`src/rtl/assert_macros.svh`:
```
// ----------------------------------------------------------------------------
// Assertion macros
// Clocked concurrent checks used by the top-level RTL file of the block.
// ----------------------------------------------------------------------------
`ifndef ASSERT_MACROS_SVH
`define ASSERT_MACROS_SVH

// Same-cycle implication, disabled during reset.
`define ASSERT_NOW(label, ante, cons) \
  label: assert property (@(posedge clk) disable iff (rst) (ante) |-> (cons)) \
    else $error("assertion failed");

// Next-cycle implication, disabled during reset.
`define ASSERT_NEXT(label, ante, cons) \
  label: assert property (@(posedge clk) disable iff (rst) (ante) |=> (cons)) \
    else $error("assertion failed");

`endif

```
`src/rtl/lccp_pkg.sv`:
```
// ----------------------------------------------------------------------------
// lccp_pkg
// Shared types and constants of the coefficient compress and pack block.
// ----------------------------------------------------------------------------
`timescale 1ns / 1ps

package lccp_pkg;

  // width_select codes
  localparam logic [2:0] SEL_1BIT  = 3'd0;
  localparam logic [2:0] SEL_4BIT  = 3'd1;
  localparam logic [2:0] SEL_5BIT  = 3'd2;
  localparam logic [2:0] SEL_10BIT = 3'd3;
  localparam logic [2:0] SEL_11BIT = 3'd4;
  localparam logic [2:0] SEL_PACK  = 3'd5;

  localparam logic [2:0] SEL_RESET = SEL_4BIT;

  // register index of width_select
  localparam logic REG_WIDTH_SELECT = 1'b0;

  localparam int OPA_W  = 27;
  localparam int OPB_W  = 21;
  localparam int PROD_W = OPA_W + OPB_W;

  localparam logic [OPB_W-1:0] MUL_1_4 = 21'd80635;
  localparam logic [OPB_W-1:0] MUL_5   = 21'd40318;
  localparam logic [OPB_W-1:0] MUL_10  = 21'd1290167;
  localparam logic [OPB_W-1:0] MUL_11  = 21'd645084;
  localparam logic [OPB_W-1:0] MUL_ONE = 21'd1;

  localparam logic [OPA_W-1:0] RND_HI = 27'd1665;
  localparam logic [OPA_W-1:0] RND_LO = 27'd1664;

  localparam logic [15:0] Q_MODULUS = 16'd3329;

  // queue between front and back
  localparam int QDEPTH = 4;
  localparam int QPTR_W = 2;
  localparam int QCNT_W = 3;

  typedef struct packed {
    logic [11:0] code;
    logic [3:0]  nbits;
    logic        last;
  } lccp_item_t;

  typedef struct packed {
    logic full;
    logic empty;
  } lccp_qstat_t;

  typedef struct packed {
    logic [7:0] data;
    logic       last;
  } lccp_byte_t;

endpackage

```
`src/rtl/lccp_front.sv`:
```
// ----------------------------------------------------------------------------
// lccp_front
// Accepts coefficients, selects the multiplier operands for the mode,
// multiplies and extracts the compressed code with its bit count.
// ----------------------------------------------------------------------------
`timescale 1ns / 1ps

module lccp_front (
  input  logic                clk,
  input  logic                rst,
  input  logic [2:0]          width_select,
  input  logic [15:0]         coefficient,
  input  logic                last_coefficient,
  input  logic                in_valid,
  output logic                in_ready,
  input  lccp_pkg::lccp_qstat_t qstat,
  output logic                push,
  output lccp_pkg::lccp_item_t  item
);

  logic                       en;
  logic [lccp_pkg::OPA_W-1:0] opa;
  logic [lccp_pkg::OPB_W-1:0] opb;
  logic [2:0]                 sel;
  logic [3:0]                 nbits;
  logic [15:0]                xp;

  logic                        v1;
  logic [lccp_pkg::OPA_W-1:0]  a1;
  logic [lccp_pkg::OPB_W-1:0]  b1;
  logic [2:0]                  sel1;
  logic [3:0]                  nb1;
  logic                        last1;

  logic                        v2;
  logic [lccp_pkg::PROD_W-1:0] prod2;
  logic [2:0]                  sel2;
  logic [3:0]                  nb2;
  logic                        last2;

  // the whole pipeline freezes while the queue is full
  assign en       = !qstat.full;
  assign in_ready = en;

  assign xp = coefficient[15] ? coefficient + lccp_pkg::Q_MODULUS : coefficient;

  always_comb begin
    unique case (width_select)
      lccp_pkg::SEL_1BIT: begin
        opa   = {10'b0, coefficient, 1'b0} + lccp_pkg::RND_HI;
        opb   = lccp_pkg::MUL_1_4;
        sel   = lccp_pkg::SEL_1BIT;
        nbits = 4'd1;
      end
      lccp_pkg::SEL_4BIT: begin
        opa   = {7'b0, coefficient, 4'b0} + lccp_pkg::RND_HI;
        opb   = lccp_pkg::MUL_1_4;
        sel   = lccp_pkg::SEL_4BIT;
        nbits = 4'd4;
      end
      lccp_pkg::SEL_5BIT: begin
        opa   = {6'b0, coefficient, 5'b0} + lccp_pkg::RND_LO;
        opb   = lccp_pkg::MUL_5;
        sel   = lccp_pkg::SEL_5BIT;
        nbits = 4'd5;
      end
      lccp_pkg::SEL_10BIT: begin
        opa   = {1'b0, coefficient, 10'b0} + lccp_pkg::RND_HI;
        opb   = lccp_pkg::MUL_10;
        sel   = lccp_pkg::SEL_10BIT;
        nbits = 4'd10;
      end
      lccp_pkg::SEL_11BIT: begin
        opa   = {coefficient, 11'b0} + lccp_pkg::RND_LO;
        opb   = lccp_pkg::MUL_11;
        sel   = lccp_pkg::SEL_11BIT;
        nbits = 4'd11;
      end
      default: begin
        // pack mode and unused codes: pass the 12-bit value through the multiplier
        opa   = {15'b0, xp[11:0]};
        opb   = lccp_pkg::MUL_ONE;
        sel   = lccp_pkg::SEL_PACK;
        nbits = 4'd12;
      end
    endcase
  end

  always_ff @(posedge clk) begin
    if (rst) begin
      v1 <= 1'b0;
      v2 <= 1'b0;
    end else if (en) begin
      v1 <= in_valid;
      v2 <= v1;
    end
  end

  always_ff @(posedge clk) begin
    if (en) begin
      a1    <= opa;
      b1    <= opb;
      sel1  <= sel;
      nb1   <= nbits;
      last1 <= last_coefficient;
      prod2 <= {{lccp_pkg::OPB_W{1'b0}}, a1} * {{lccp_pkg::OPA_W{1'b0}}, b1};
      sel2  <= sel1;
      nb2   <= nb1;
      last2 <= last1;
    end
  end

  assign push = v2 && en;

  // low 32 product bits give the wrapped result of the narrow modes
  always_comb begin
    item.nbits = nb2;
    item.last  = last2;
    unique case (sel2)
      lccp_pkg::SEL_1BIT:  item.code = {11'b0, prod2[28]};
      lccp_pkg::SEL_4BIT:  item.code = {8'b0, prod2[31:28]};
      lccp_pkg::SEL_5BIT:  item.code = {7'b0, prod2[31:27]};
      lccp_pkg::SEL_10BIT: item.code = {2'b0, prod2[41:32]};
      lccp_pkg::SEL_11BIT: item.code = {1'b0, prod2[41:31]};
      default:             item.code = prod2[11:0];
    endcase
  end

endmodule

```
`src/rtl/lccp_queue.sv`:
```
// ----------------------------------------------------------------------------
// lccp_queue
// Short FIFO of coded coefficients between the front and the packer.
// ----------------------------------------------------------------------------
`timescale 1ns / 1ps

module lccp_queue (
  input  logic                  clk,
  input  logic                  rst,
  input  logic                  push,
  input  lccp_pkg::lccp_item_t  wr_item,
  input  logic                  pop,
  output lccp_pkg::lccp_item_t  rd_item,
  output lccp_pkg::lccp_qstat_t qstat
);

  lccp_pkg::lccp_item_t         mem [lccp_pkg::QDEPTH];
  logic [lccp_pkg::QPTR_W-1:0]  wr_ptr;
  logic [lccp_pkg::QPTR_W-1:0]  rd_ptr;
  logic [lccp_pkg::QCNT_W-1:0]  count;
  logic [lccp_pkg::QCNT_W-1:0]  count_next;

  assign qstat.full  = (count == lccp_pkg::QCNT_W'(lccp_pkg::QDEPTH));
  assign qstat.empty = (count == '0);
  assign rd_item     = mem[rd_ptr];

  always_comb begin
    count_next = count;
    if (push && !pop) begin
      count_next = count + 1'b1;
    end else if (pop && !push) begin
      count_next = count - 1'b1;
    end
  end

  always_ff @(posedge clk) begin
    if (rst) begin
      wr_ptr <= '0;
      rd_ptr <= '0;
      count  <= '0;
    end else begin
      if (push) begin
        wr_ptr <= wr_ptr + 1'b1;
      end
      if (pop) begin
        rd_ptr <= rd_ptr + 1'b1;
      end
      count <= count_next;
    end
  end

  always_ff @(posedge clk) begin
    if (push) begin
      mem[wr_ptr] <= wr_item;
    end
  end

endmodule

```
`src/rtl/lccp_back.sv`:
```
// ----------------------------------------------------------------------------
// lccp_back
// Appends codes LSB-first to the bit buffer and drives out finished bytes
// through a two-entry output buffer.
// ----------------------------------------------------------------------------
`timescale 1ns / 1ps

module lccp_back (
  input  logic                  clk,
  input  logic                  rst,
  input  lccp_pkg::lccp_item_t  item,
  input  lccp_pkg::lccp_qstat_t qstat,
  output logic                  pop,
  output logic                  out_valid,
  input  logic                  out_ready,
  output lccp_pkg::lccp_byte_t  out_beat
);

  logic [6:0]  pending_bits;
  logic [2:0]  pending_count;
  logic [18:0] acc;
  logic [4:0]  total;
  logic [4:0]  rem_total;
  logic [18:0] rem_acc;
  logic [1:0]  n_new;
  lccp_pkg::lccp_byte_t new0;
  lccp_pkg::lccp_byte_t new1;

  lccp_pkg::lccp_byte_t ob0;
  lccp_pkg::lccp_byte_t ob1;
  logic [1:0]           ocnt;

  assign out_valid = (ocnt != 2'd0);
  assign out_beat  = ob0;

  // take an item only when the output buffer is empty after this cycle
  assign pop = !qstat.empty && ((ocnt == 2'd0) || ((ocnt == 2'd1) && out_ready));

  assign acc   = {12'b0, pending_bits} | ({7'b0, item.code} << pending_count);
  assign total = {2'b0, pending_count} + {1'b0, item.nbits};

  always_comb begin
    new0.data = acc[7:0];
    new0.last = 1'b0;
    new1.data = acc[15:8];
    new1.last = 1'b0;
    if (total >= 5'd16) begin
      n_new     = 2'd2;
      rem_acc   = acc >> 16;
      rem_total = total - 5'd16;
    end else if (total >= 5'd8) begin
      n_new     = 2'd1;
      rem_acc   = acc >> 8;
      rem_total = total - 5'd8;
    end else begin
      n_new     = 2'd0;
      rem_acc   = acc;
      rem_total = total;
    end
    if (item.last) begin
      // flush leftover bits as a zero-padded byte if a slot is free, else drop
      case (n_new)
        2'd0: begin
          n_new     = 2'd1;
          new0.last = 1'b1;
        end
        2'd1: begin
          if (rem_total != 5'd0) begin
            n_new     = 2'd2;
            new1.last = 1'b1;
          end else begin
            new0.last = 1'b1;
          end
        end
        default: begin
          new1.last = 1'b1;
        end
      endcase
    end
  end

  always_ff @(posedge clk) begin
    if (rst) begin
      pending_bits  <= '0;
      pending_count <= '0;
      ocnt          <= '0;
    end else begin
      if (pop) begin
        if (item.last) begin
          pending_bits  <= '0;
          pending_count <= '0;
        end else begin
          pending_bits  <= rem_acc[6:0];
          pending_count <= rem_total[2:0];
        end
        ocnt <= n_new;
      end else if (out_valid && out_ready) begin
        ocnt <= ocnt - 1'b1;
      end
    end
  end

  always_ff @(posedge clk) begin
    if (pop) begin
      ob0 <= new0;
      ob1 <= new1;
    end else if (out_valid && out_ready) begin
      ob0 <= ob1;
    end
  end

endmodule

```
`src/rtl/lattice_coeff_compress_pack.sv`:
```
// ----------------------------------------------------------------------------
// lattice_coeff_compress_pack
// Coefficient compressor and LSB-first byte packer with APB width register.
// ----------------------------------------------------------------------------
// The block accepts one 16-bit coefficient per clock while its queue has
// room; an operand-select stage and a multiply stage (one 27x21 product)
// put the compressed code into a four-entry queue, and the packer turns
// it into bytes. The output port delivers one byte per cycle while m_tready
// is high, so a coefficient that completes two bytes holds the packer back,
// and the sustained input rate is one coefficient per cycle while m_tready
// stays high and the modes average at most eight bits per coefficient.
// The user must write width_select only while no coefficient is in flight,
// which the block does not enforce; codes 6 and 7 act as 12-bit pack mode.
`timescale 1ns / 1ps
`include "assert_macros.svh"

module lattice_coeff_compress_pack (
  input  logic               clk,
  input  logic               rst,
  // APB configuration
  input  logic               psel,
  input  logic               penable,
  input  logic               pwrite,
  input  logic [2:0]         paddr,
  input  logic [31:0]        pwdata,
  output logic [31:0]        prdata,
  output logic               pready,
  // input stream
  input  logic               s_tvalid,
  output logic               s_tready,
  input  logic signed [15:0] s_tdata,   // [15:0] coefficient
  input  logic               s_tlast,   // last_coefficient
  // output stream
  output logic               m_tvalid,
  input  logic               m_tready,
  output logic [7:0]         m_tdata,   // [7:0] out_byte
  output logic               m_tlast    // last_byte
);

  logic [2:0]            width_select;
  logic                  cfg_write;
  logic                  q_push;
  logic                  q_pop;
  lccp_pkg::lccp_item_t  wr_item;
  lccp_pkg::lccp_item_t  rd_item;
  lccp_pkg::lccp_qstat_t qstat;
  lccp_pkg::lccp_byte_t  out_beat;

  assign pready    = 1'b1;
  assign cfg_write = psel && penable && pwrite && pready
                     && (paddr[2] == lccp_pkg::REG_WIDTH_SELECT);
  assign prdata    = (paddr[2] == lccp_pkg::REG_WIDTH_SELECT) ? {29'b0, width_select} : 32'b0;

  always_ff @(posedge clk) begin
    if (rst) begin
      width_select <= lccp_pkg::SEL_RESET;
    end else if (cfg_write) begin
      width_select <= pwdata[2:0];
    end
  end

  lccp_front u_front (
    .clk              (clk),
    .rst              (rst),
    .width_select     (width_select),
    .coefficient      (s_tdata[15:0]),
    .last_coefficient (s_tlast),
    .in_valid         (s_tvalid),
    .in_ready         (s_tready),
    .qstat            (qstat),
    .push             (q_push),
    .item             (wr_item)
  );

  lccp_queue u_queue (
    .clk     (clk),
    .rst     (rst),
    .push    (q_push),
    .wr_item (wr_item),
    .pop     (q_pop),
    .rd_item (rd_item),
    .qstat   (qstat)
  );

  lccp_back u_back (
    .clk       (clk),
    .rst       (rst),
    .item      (rd_item),
    .qstat     (qstat),
    .pop       (q_pop),
    .out_valid (m_tvalid),
    .out_ready (m_tready),
    .out_beat  (out_beat)
  );

  assign m_tdata = out_beat.data;
  assign m_tlast = out_beat.last;

  `ASSERT_NEXT(a_cfg_write, cfg_write, width_select == $past(pwdata[2:0]))
  `ASSERT_NOW(a_no_overflow, q_push, !qstat.full)
  `ASSERT_NOW(a_no_underflow, q_pop, !qstat.empty)
  `ASSERT_NOW(a_stall_when_full, qstat.full, !s_tready)

endmodule
```
`config.mk`:
```
export PLATFORM = sky130hd
export DESIGN_NAME = lattice_coeff_compress_pack
export DESIGN_NICKNAME = d
export VERILOG_FILES = /design/src/rtl/lccp_pkg.sv /design/src/rtl/lccp_front.sv /design/src/rtl/lccp_queue.sv /design/src/rtl/lccp_back.sv /design/src/rtl/lattice_coeff_compress_pack.sv
export VERILOG_INCLUDE_DIRS = /design/src /design/src/rtl
export SDC_FILE = /design/constraint.sdc
export NUM_CORES = 1
export LEC_CHECK = 0
export BUFFER_PORTS_ARGS = -buffer_cell sky130_fd_sc_hd__buf_2
export CAP_MARGIN = 10
export CORE_ASPECT_RATIO = 1.2
export CORE_MARGIN = 1.5
export CORE_UTILIZATION = 35
export DETAILED_ROUTE_END_ITERATION = 10
export PLACE_DENSITY_LB_ADDON = 0.3
export SLEW_MARGIN = 5
export SYNTH_ARGS = -nofsm -noshare
export SYNTH_HDL_FRONTEND = slang
export SYNTH_SLANG_ARGS = --single-unit
```
`constraint.sdc`:
```
create_clock -name clk -period 10.4 [get_ports clk]
set_input_delay 1.04 -clock clk [delete_from_list [all_inputs] [get_ports clk]]
set_output_delay 1.04 -clock clk [all_outputs]
set_load 0.03 [all_outputs]
```
==> impl_metrics.csv, run 1 <==
group,metric,value,unit
sta,worst_pin_slew,1.12,ns
global_routing,grt.total_usage,0.184,
yosys,synth_area,25300,um2
clocking,numCtsBuffers,17,
yosys,synth_edf_count,165,
yosys,async_flop_share,0,
setup_path,worstPathArrival,8.07,ns
clocking,post_cts_buffers,0,
yosys,synth-xor-area-share,0.0402,
sta,clock_skew,0.0201,ns
route,drt-initial-drc-count,829,
yosys,syn_inst,2520,
setup_path,cp_common_cell,"fa_1",
finish,diodes,0,
floorplanning,ios,103,
yosys,synthSimpleGateAreaFrac,0.105,
clocking,clkSinkCount,191,
placed_design,gp_congestion,0.961,
sta,rsz0062_at_grt,"no",
setup_path,cp_data_required_time,10.60,ns
floorplanning,fp-row-count,107,
yosys,ys_ff_latch,191,
sta,slew_headroom,0.255,
sta,finalSetupViolCount,0,
outcome,status,"finished, violations left",
finish,fin_area,26800,um2
yosys,ys_seq_area_frac,0.217,
yosys,synth-compound-area-share,0.0796,
yosys,synthFlopType,"edfxtp_1",
placed_design,dp_hpwl,56400,um
setup_path,worstSetupStartpointType,"flop",
finish,syn_to_final_growth,6.20,%
sta,period_minus_slack,7.86,ns
clocking,ctsResizeCount,0,
floorplanning,dieArea,73800,um2
floorplanning,die_w,248,um
yosys,ys_warn_count,0,
global_routing,overflow,0,
sta,slew_violations,0,
clocking,root_buffer,"clkbuf_16",
yosys,syn_area_per_cell,10.0,um2
finish,fillCellCount,7105,
clocking,postCtsHoldBufs,0,
clocking,clock_path_buffers,2,
sta,finalHoldViolCount,0,
outcome,violations,"design-rule violations",
floorplanning,start_util,0.355,
route,dr.pass1.iters,8,
clocking,clk_latency,0.47,ns
floorplanning,die-height,297,um
global_routing,antenna_found_initial,1,
yosys,synth_top_family_by_area,"adder cells",
flow_run,maxCapViolations,0,
finish,nets,3151,
sta,period_share,0.756,
finish,drive_above_1_share,0.0506,
clocking,htree_levels,4,
placed_design,placed_area,26200,um2
clocking,clk_pin_slew,0.07,ns
yosys,synth_cell_types,79,
setup_path,worst-setup-path-type,"reg -> reg",
setup_path,critPathMaxStageDelay,1.02,ns
sta,fin_tns_setup,0,ns
setup_path,crit_path_end_kind,"flop",
route,num_vias,17000,
setup_path,cp_slowest_cell,"edfxtp_1",
min_path,hold_class,"reg -> reg",
global_routing,first_global_vias,18500,
global_routing,grt_pass1_wl,104000,um
global_routing,grt_max_degree,49,
clocking,cts_tree,"done",
floorplanning,core-area,71200,um2
route,ant_nets,0,
setup_path,cp_cell_sequence,"and2_1 > inv_1 > fa_1 > inv_1 > fa_1 > inv_1 > fa_1 > inv_1 > fa_1 > fa_1 > fa_1 > inv_1 > fa_1 > inv_1 > ha_1 > o21ai_0 > o21ai_0 > a22oi_1 > a211oi_1 > o221ai_2 > a21oi_2 > nor4b_1 > a311o_1",
setup_path,worst-path-max-fanout,27,
route,vias_per_cell,4.95,
yosys,synthAdderAreaFrac,0.417,
route,wl_per_cell,19.2,um
route,wl,66100,um
sta,fmax,127,MHz
yosys,synth_mux_area_frac,0.0272,
placed_design,io_buffers,41,
route,drc,12,
## logic make-up after synthesis
| kind of cell | Yosys count |
|---|---|
| flops | 191 |
| mux | 45 |
| other cells | 2 |
| simple gates | 549 |
| buf+inv | 722 |
| compound gates | 297 |
| xor+xnor | 116 |
| fa+ha+maj | 598 |
## critical path, delay by kind of cell, from the launching register on
kind | cells | cell delay (ns)
AND/OR/NAND/NOR | 2 | 0.38
buffers and inverters | 6 | 0.37
AO/OA/AOI/OAI | 7 | 1.86
adder cells (fa/ha/maj) | 8 | 3.96
flip-flops | 1 | 1.02
## cell usage in the layout, fill, tap and decap left out, types with 6 or more instances in the layout
cell       count
fa_1         407
mux4_2        17
xnor2_1       75
clkbuf_16     17
and2_1       144
nand4_1        6
dfxtp_1       26
buf_2         41
a22oi_1        9
a211oi_1      11
xor2_1        41
o22ai_1       10
edfxtp_1     165
o211ai_1      12
nor2b_1       15
nor3_1        12
a31o_2         6
buf_4          9
and3_1        12
nand3b_1       7
a21o_1        22
inv_1        598
a22o_1        19
a21oi_1       79
nor4_1         7
ha_1         190
o21ai_0       58
inv_6          6
o21ai_1        6
o21bai_1       9
conb_1        30
mux2i_1       21
nor2_1        84
nand3_1       16
a31oi_1        9
nand2_1      222
mux2_2         6
clkinv_8       6
## cell type report
class	instances	area (um2)	area share
inverter	600	2250	0.0840
tap	926	1160	0.0432
clock inverter	14	185	0.00691
sequential	191	5480	0.204
multi-input combinational	1635	17000	0.635
timing repair buffer	50	273	0.0102
clock buffer	18	439	0.0164
## per-stage QoR
step	worst slack, ns	hold slack, ns	std cells	util
2_1_floorplan	3.56	0.400	2548	-
3_3_place_gp	2.75	0.406	3402	0.368
3_5_place_dp	2.74	0.405	3402	0.368
4_1_cts	2.70	0.420	3434	0.377
5_1_grt	2.24	0.435	3434	0.377
6_report	2.54	0.420	3434	0.377
## metal layers
metal	GRT usage	vias up	part of all wire
met5	0	-	0
li1	-	7799	-
met3	0.0220	134	0.043
met1	0.218	8515	0.39
met2	0.333	551	0.52
met4	0.0772	0	0.046
## state kept, by name (all words and copies together) (netlist names), 3 cells and up, named ones only
register,count
u_queue.mem,68
u_front.a1,27
u_front.prod2,27
u_back.ob1,9
u_back.out_beat,9
u_front.b1,9
u_back.pending_bits,7
u_front.nb1,4
u_front.nb2,4
u_back.pending_count,3
u_front.sel1,3
u_front.sel2,3
u_queue.count,3
width_select,3
## cell usage after synthesis (9+ instances only)
cell | n | share of area
a211oi_1 | 11 | 0.0033
a21o_1 | 22 | 0.0065
a21oi_1 | 79 | 0.016
a22o_1 | 19 | 0.0066
a22oi_1 | 9 | 0.0027
a31oi_1 | 9 | 0.0022
and2_1 | 144 | 0.036
and3_1 | 12 | 0.0030
buf_1 | 12 | 0.0018
buf_4 | 30 | 0.0089
clkbuf_1 | 73 | 0.011
dfxtp_1 | 26 | 0.021
edfxtp_1 | 165 | 0.20
fa_1 | 407 | 0.32
ha_1 | 190 | 0.094
inv_1 | 598 | 0.089
mux2i_1 | 21 | 0.0083
mux4_2 | 17 | 0.015
nand2_1 | 223 | 0.033
nand3_1 | 16 | 0.0032
nor2_1 | 84 | 0.012
nor2b_1 | 15 | 0.0037
nor3_1 | 12 | 0.0024
o211ai_1 | 12 | 0.0036
o21ai_0 | 58 | 0.011
o21bai_1 | 9 | 0.0027
o22ai_1 | 10 | 0.0025
xnor2_1 | 75 | 0.026
xor2_1 | 41 | 0.014
## final timing paths
kind / startpoint / endpoint / slack [ns] / depth (start not counted)
max: u_front.b1[19] / u_front.prod2[39] / 2.54 / 23
min: u_front.sel1[2] / u_front.sel2[2] / 0.42 / 0
max reg2reg: u_front.b1[19] / u_front.prod2[39] / 2.54 / 23
min reg2reg: u_front.sel1[2] / u_front.sel2[2] / 0.42 / 0
Power of run 1 is left out: the tool's default activity adds up to more than one toggle a clock period on the data nets, which glitch-free logic cannot reach.
==> run 2, diff against run 1 <==
==> constraint.sdc (replaced) <==
create_clock -name clk -period 6.3 [get_ports clk]
set_input_delay 0.63 -clock clk [delete_from_list [all_inputs] [get_ports clk]]
set_output_delay 0.63 -clock clk [all_outputs]
set_load 0.03 [all_outputs]
==> impl_metrics.csv, run 2 (same netlist as run 1, synthesis figures left out) <==
group,metric,value,unit
route,wl_per_cell,19.1,um
setup_path,cp_slowest_cell,"fa_2",
finish,drive_above_1_share,0.222,
floorplanning,start_util,0.355,
finish,diodes,0,
clocking,clk_pin_slew,0.08,ns
placed_design,gp_congestion,0.934,
sta,worst_pin_slew,1.07,ns
floorplanning,dieArea,73800,um2
setup_path,worst-path-max-fanout,7,
setup_path,crit_path_start,"u_front.b1[15]",
global_routing,grt_max_degree,50,
finish,layout_common_cells,"571 x inv_1, 380 x fa_1, 329 x buf_4, 191 x nand2_1",
sta,slew_violations,0,
finish,nets,3495,
finish,largest_register,"u_queue.mem",
route,routed.top_layer,"met4",
global_routing,grt_pass1_wl,113000,um
route,wl_met3,2050,um
setup_path,r2r_slack,-0.48,ns
route,vias_per_cell,4.82,
outcome,violations,"design-rule violations, negative setup slack",
route,drc,9,
sta,setup_slack,-0.476,ns
floorplanning,core-area,71200,um2
sta,finalHoldViolCount,0,
sta,finalSetupViolCount,15,
setup_path,worstSetupStartpointType,"flop",
clocking,postCtsHoldBufs,0,
global_routing,antenna_found_initial,1,
setup_path,cp_cell_sequence,"buf_12 > buf_8 > nand2_2 > buf_4 > fa_1 > inv_1 > fa_1 > fa_2 > fa_2 > fa_2 > fa_1 > inv_2 > fa_1 > inv_2 > ha_4 > nand4_1 > or3_4 > a211oi_4 > nor3_4 > a2111oi_4 > buf_4 > o211a_1 > a311oi_2",
route,ant_nets,0,
sta,rsz0062_at_grt,"yes",
finish,top_regs,"u_queue.mem x68, u_front.a1 x27, u_front.prod2 x27",
clocking,clk_latency,0.49,ns
floorplanning,fp-row-count,107,
flow_run,maxCapViolations,0,
setup_path,worstPathArrival,6.99,ns
setup_path,cp_data_required_time,6.52,ns
finish,largest_reg_flops,68,
min_path,hold_class,"in -> reg",
placed_design,io_buffers,41,
sta,period_minus_slack,6.78,ns
clocking,numCtsBuffers,17,
placed_design,dp_hpwl,61800,um
global_routing,overflow,0,
setup_path,crit_path_end,"u_front.prod2[40]",
floorplanning,ios,103,
global_routing,grt.total_usage,0.202,
sta,period_share,1.08,
sta,slew_headroom,0.283,
setup_path,r2r_cells,23,
clocking,htree_levels,4,
setup_path,critPathMaxStageDelay,0.60,ns
finish,syn_to_final_growth,20.1,%
setup_path,crit_path_end_kind,"flop",
finish,final_common_cell,"inv_1",
setup_path,worst-setup-path-type,"reg -> reg",
clocking,root_buffer,"clkbuf_16",
clocking,clkSinkCount,191,
clocking,clock_path_buffers,2,
route,num_vias,18200,
route,met2WireLength,37600,um
outcome,status,"finished, violations left",
clocking,cts_tree,"done",
global_routing,first_global_vias,20000,
sta,fin_tns_setup,-4.14,ns
sta,clock_skew,0.0218,ns
floorplanning,die_w,248,um
floorplanning,die-height,297,um
route,met1_length,29700,um
route,wl,72100,um
setup_path,r2r-end,"u_front.prod2[40]",
setup_path,cp_common_cell,"fa_1",
setup_path,r2r_start,"u_front.b1[15]",
route,drt-initial-drc-count,926,
route,dr.pass1.iters,9,
sta,fmax,148,MHz
==> run 2: cell types whose count changed in the layout (fill, tap and decap cells not counted), moves of 13 or more <==
| cell | delta |
|---|---|
| a21oi_1 | -13 |
| buf_4 | +320 |
| fa_1 | -27 |
| fa_2 | +27 |
| ha_1 | -25 |
| ha_4 | +24 |
| inv_1 | -27 |
| inv_2 | +26 |
| nand2_1 | -31 |
| nand2_2 | +24 |
==> run 2: through the flow <==
step,cells,hold WS (ns),instance area (um2),utilization,worst slack [ns]
after global routing,3778,0.294,30300,0.426,-0.651
after global placement,3714,0.403,28700,0.404,-0.610
after detailed placement,3714,0.406,28700,0.404,-0.742
after CTS,3774,0.292,30000,0.421,-0.520
final,3778,0.314,30300,0.426,-0.476
after floorplan,2548,0.400,25500,-,-0.244
==> run 2: layout make-up <==
class / count / area, um2
clock inverters: 14 / 170
well taps: 926 / 1160
fillers: 6950 / 40900
flip-flops and latches: 191 / 5480
clock buffers: 18 / 439
multi-input cells: 1635 / 17800
inverters: 600 / 2250
repair buffers: 394 / 3040
==> run 2: repair_timing <==
item | CTS | global route
gates cloned | 1 | 0
resized for setup | 108 | 77
endpoints found under the setup margin | 15 | 15
setup buffers | 27 | 5
pin swaps | 40 | 33
==> run 2: worst max-delay path: cells and delay by family (launching register included) <==
family / cells / cell delay [ns]
compound gates: 4 / 0.72
simple gates: 4 / 0.77
fa+ha+maj: 8 / 3.85
buf+inv: 7 / 0.79
flops: 1 / 0.38
==> run 2: layer usage <==
layer  track usage  vias to the layer above
met5             0                        -
met4        0.0779                        0
met3        0.0221                      139
met2         0.364                      401
met1         0.245                     9190
li1              -                     8498
==> run 2: worst min-delay path by stage <==
stage / start / to / slack [ns] / depth (start not counted)
floorplan: u_front.last1 / u_front.last2 / 0.40 / 0
finish: s_tlast / u_front.last1 / 0.31 / 1
global placement: u_front.nb1[2] / u_front.nb2[2] / 0.40 / 0
CTS: s_tlast / u_front.last1 / 0.29 / 1
detailed placement: u_front.sel1[0] / u_front.sel2[0] / 0.41 / 0
global route: s_tlast / u_front.last1 / 0.29 / 1
Power of run 2 is left out for the same reason.
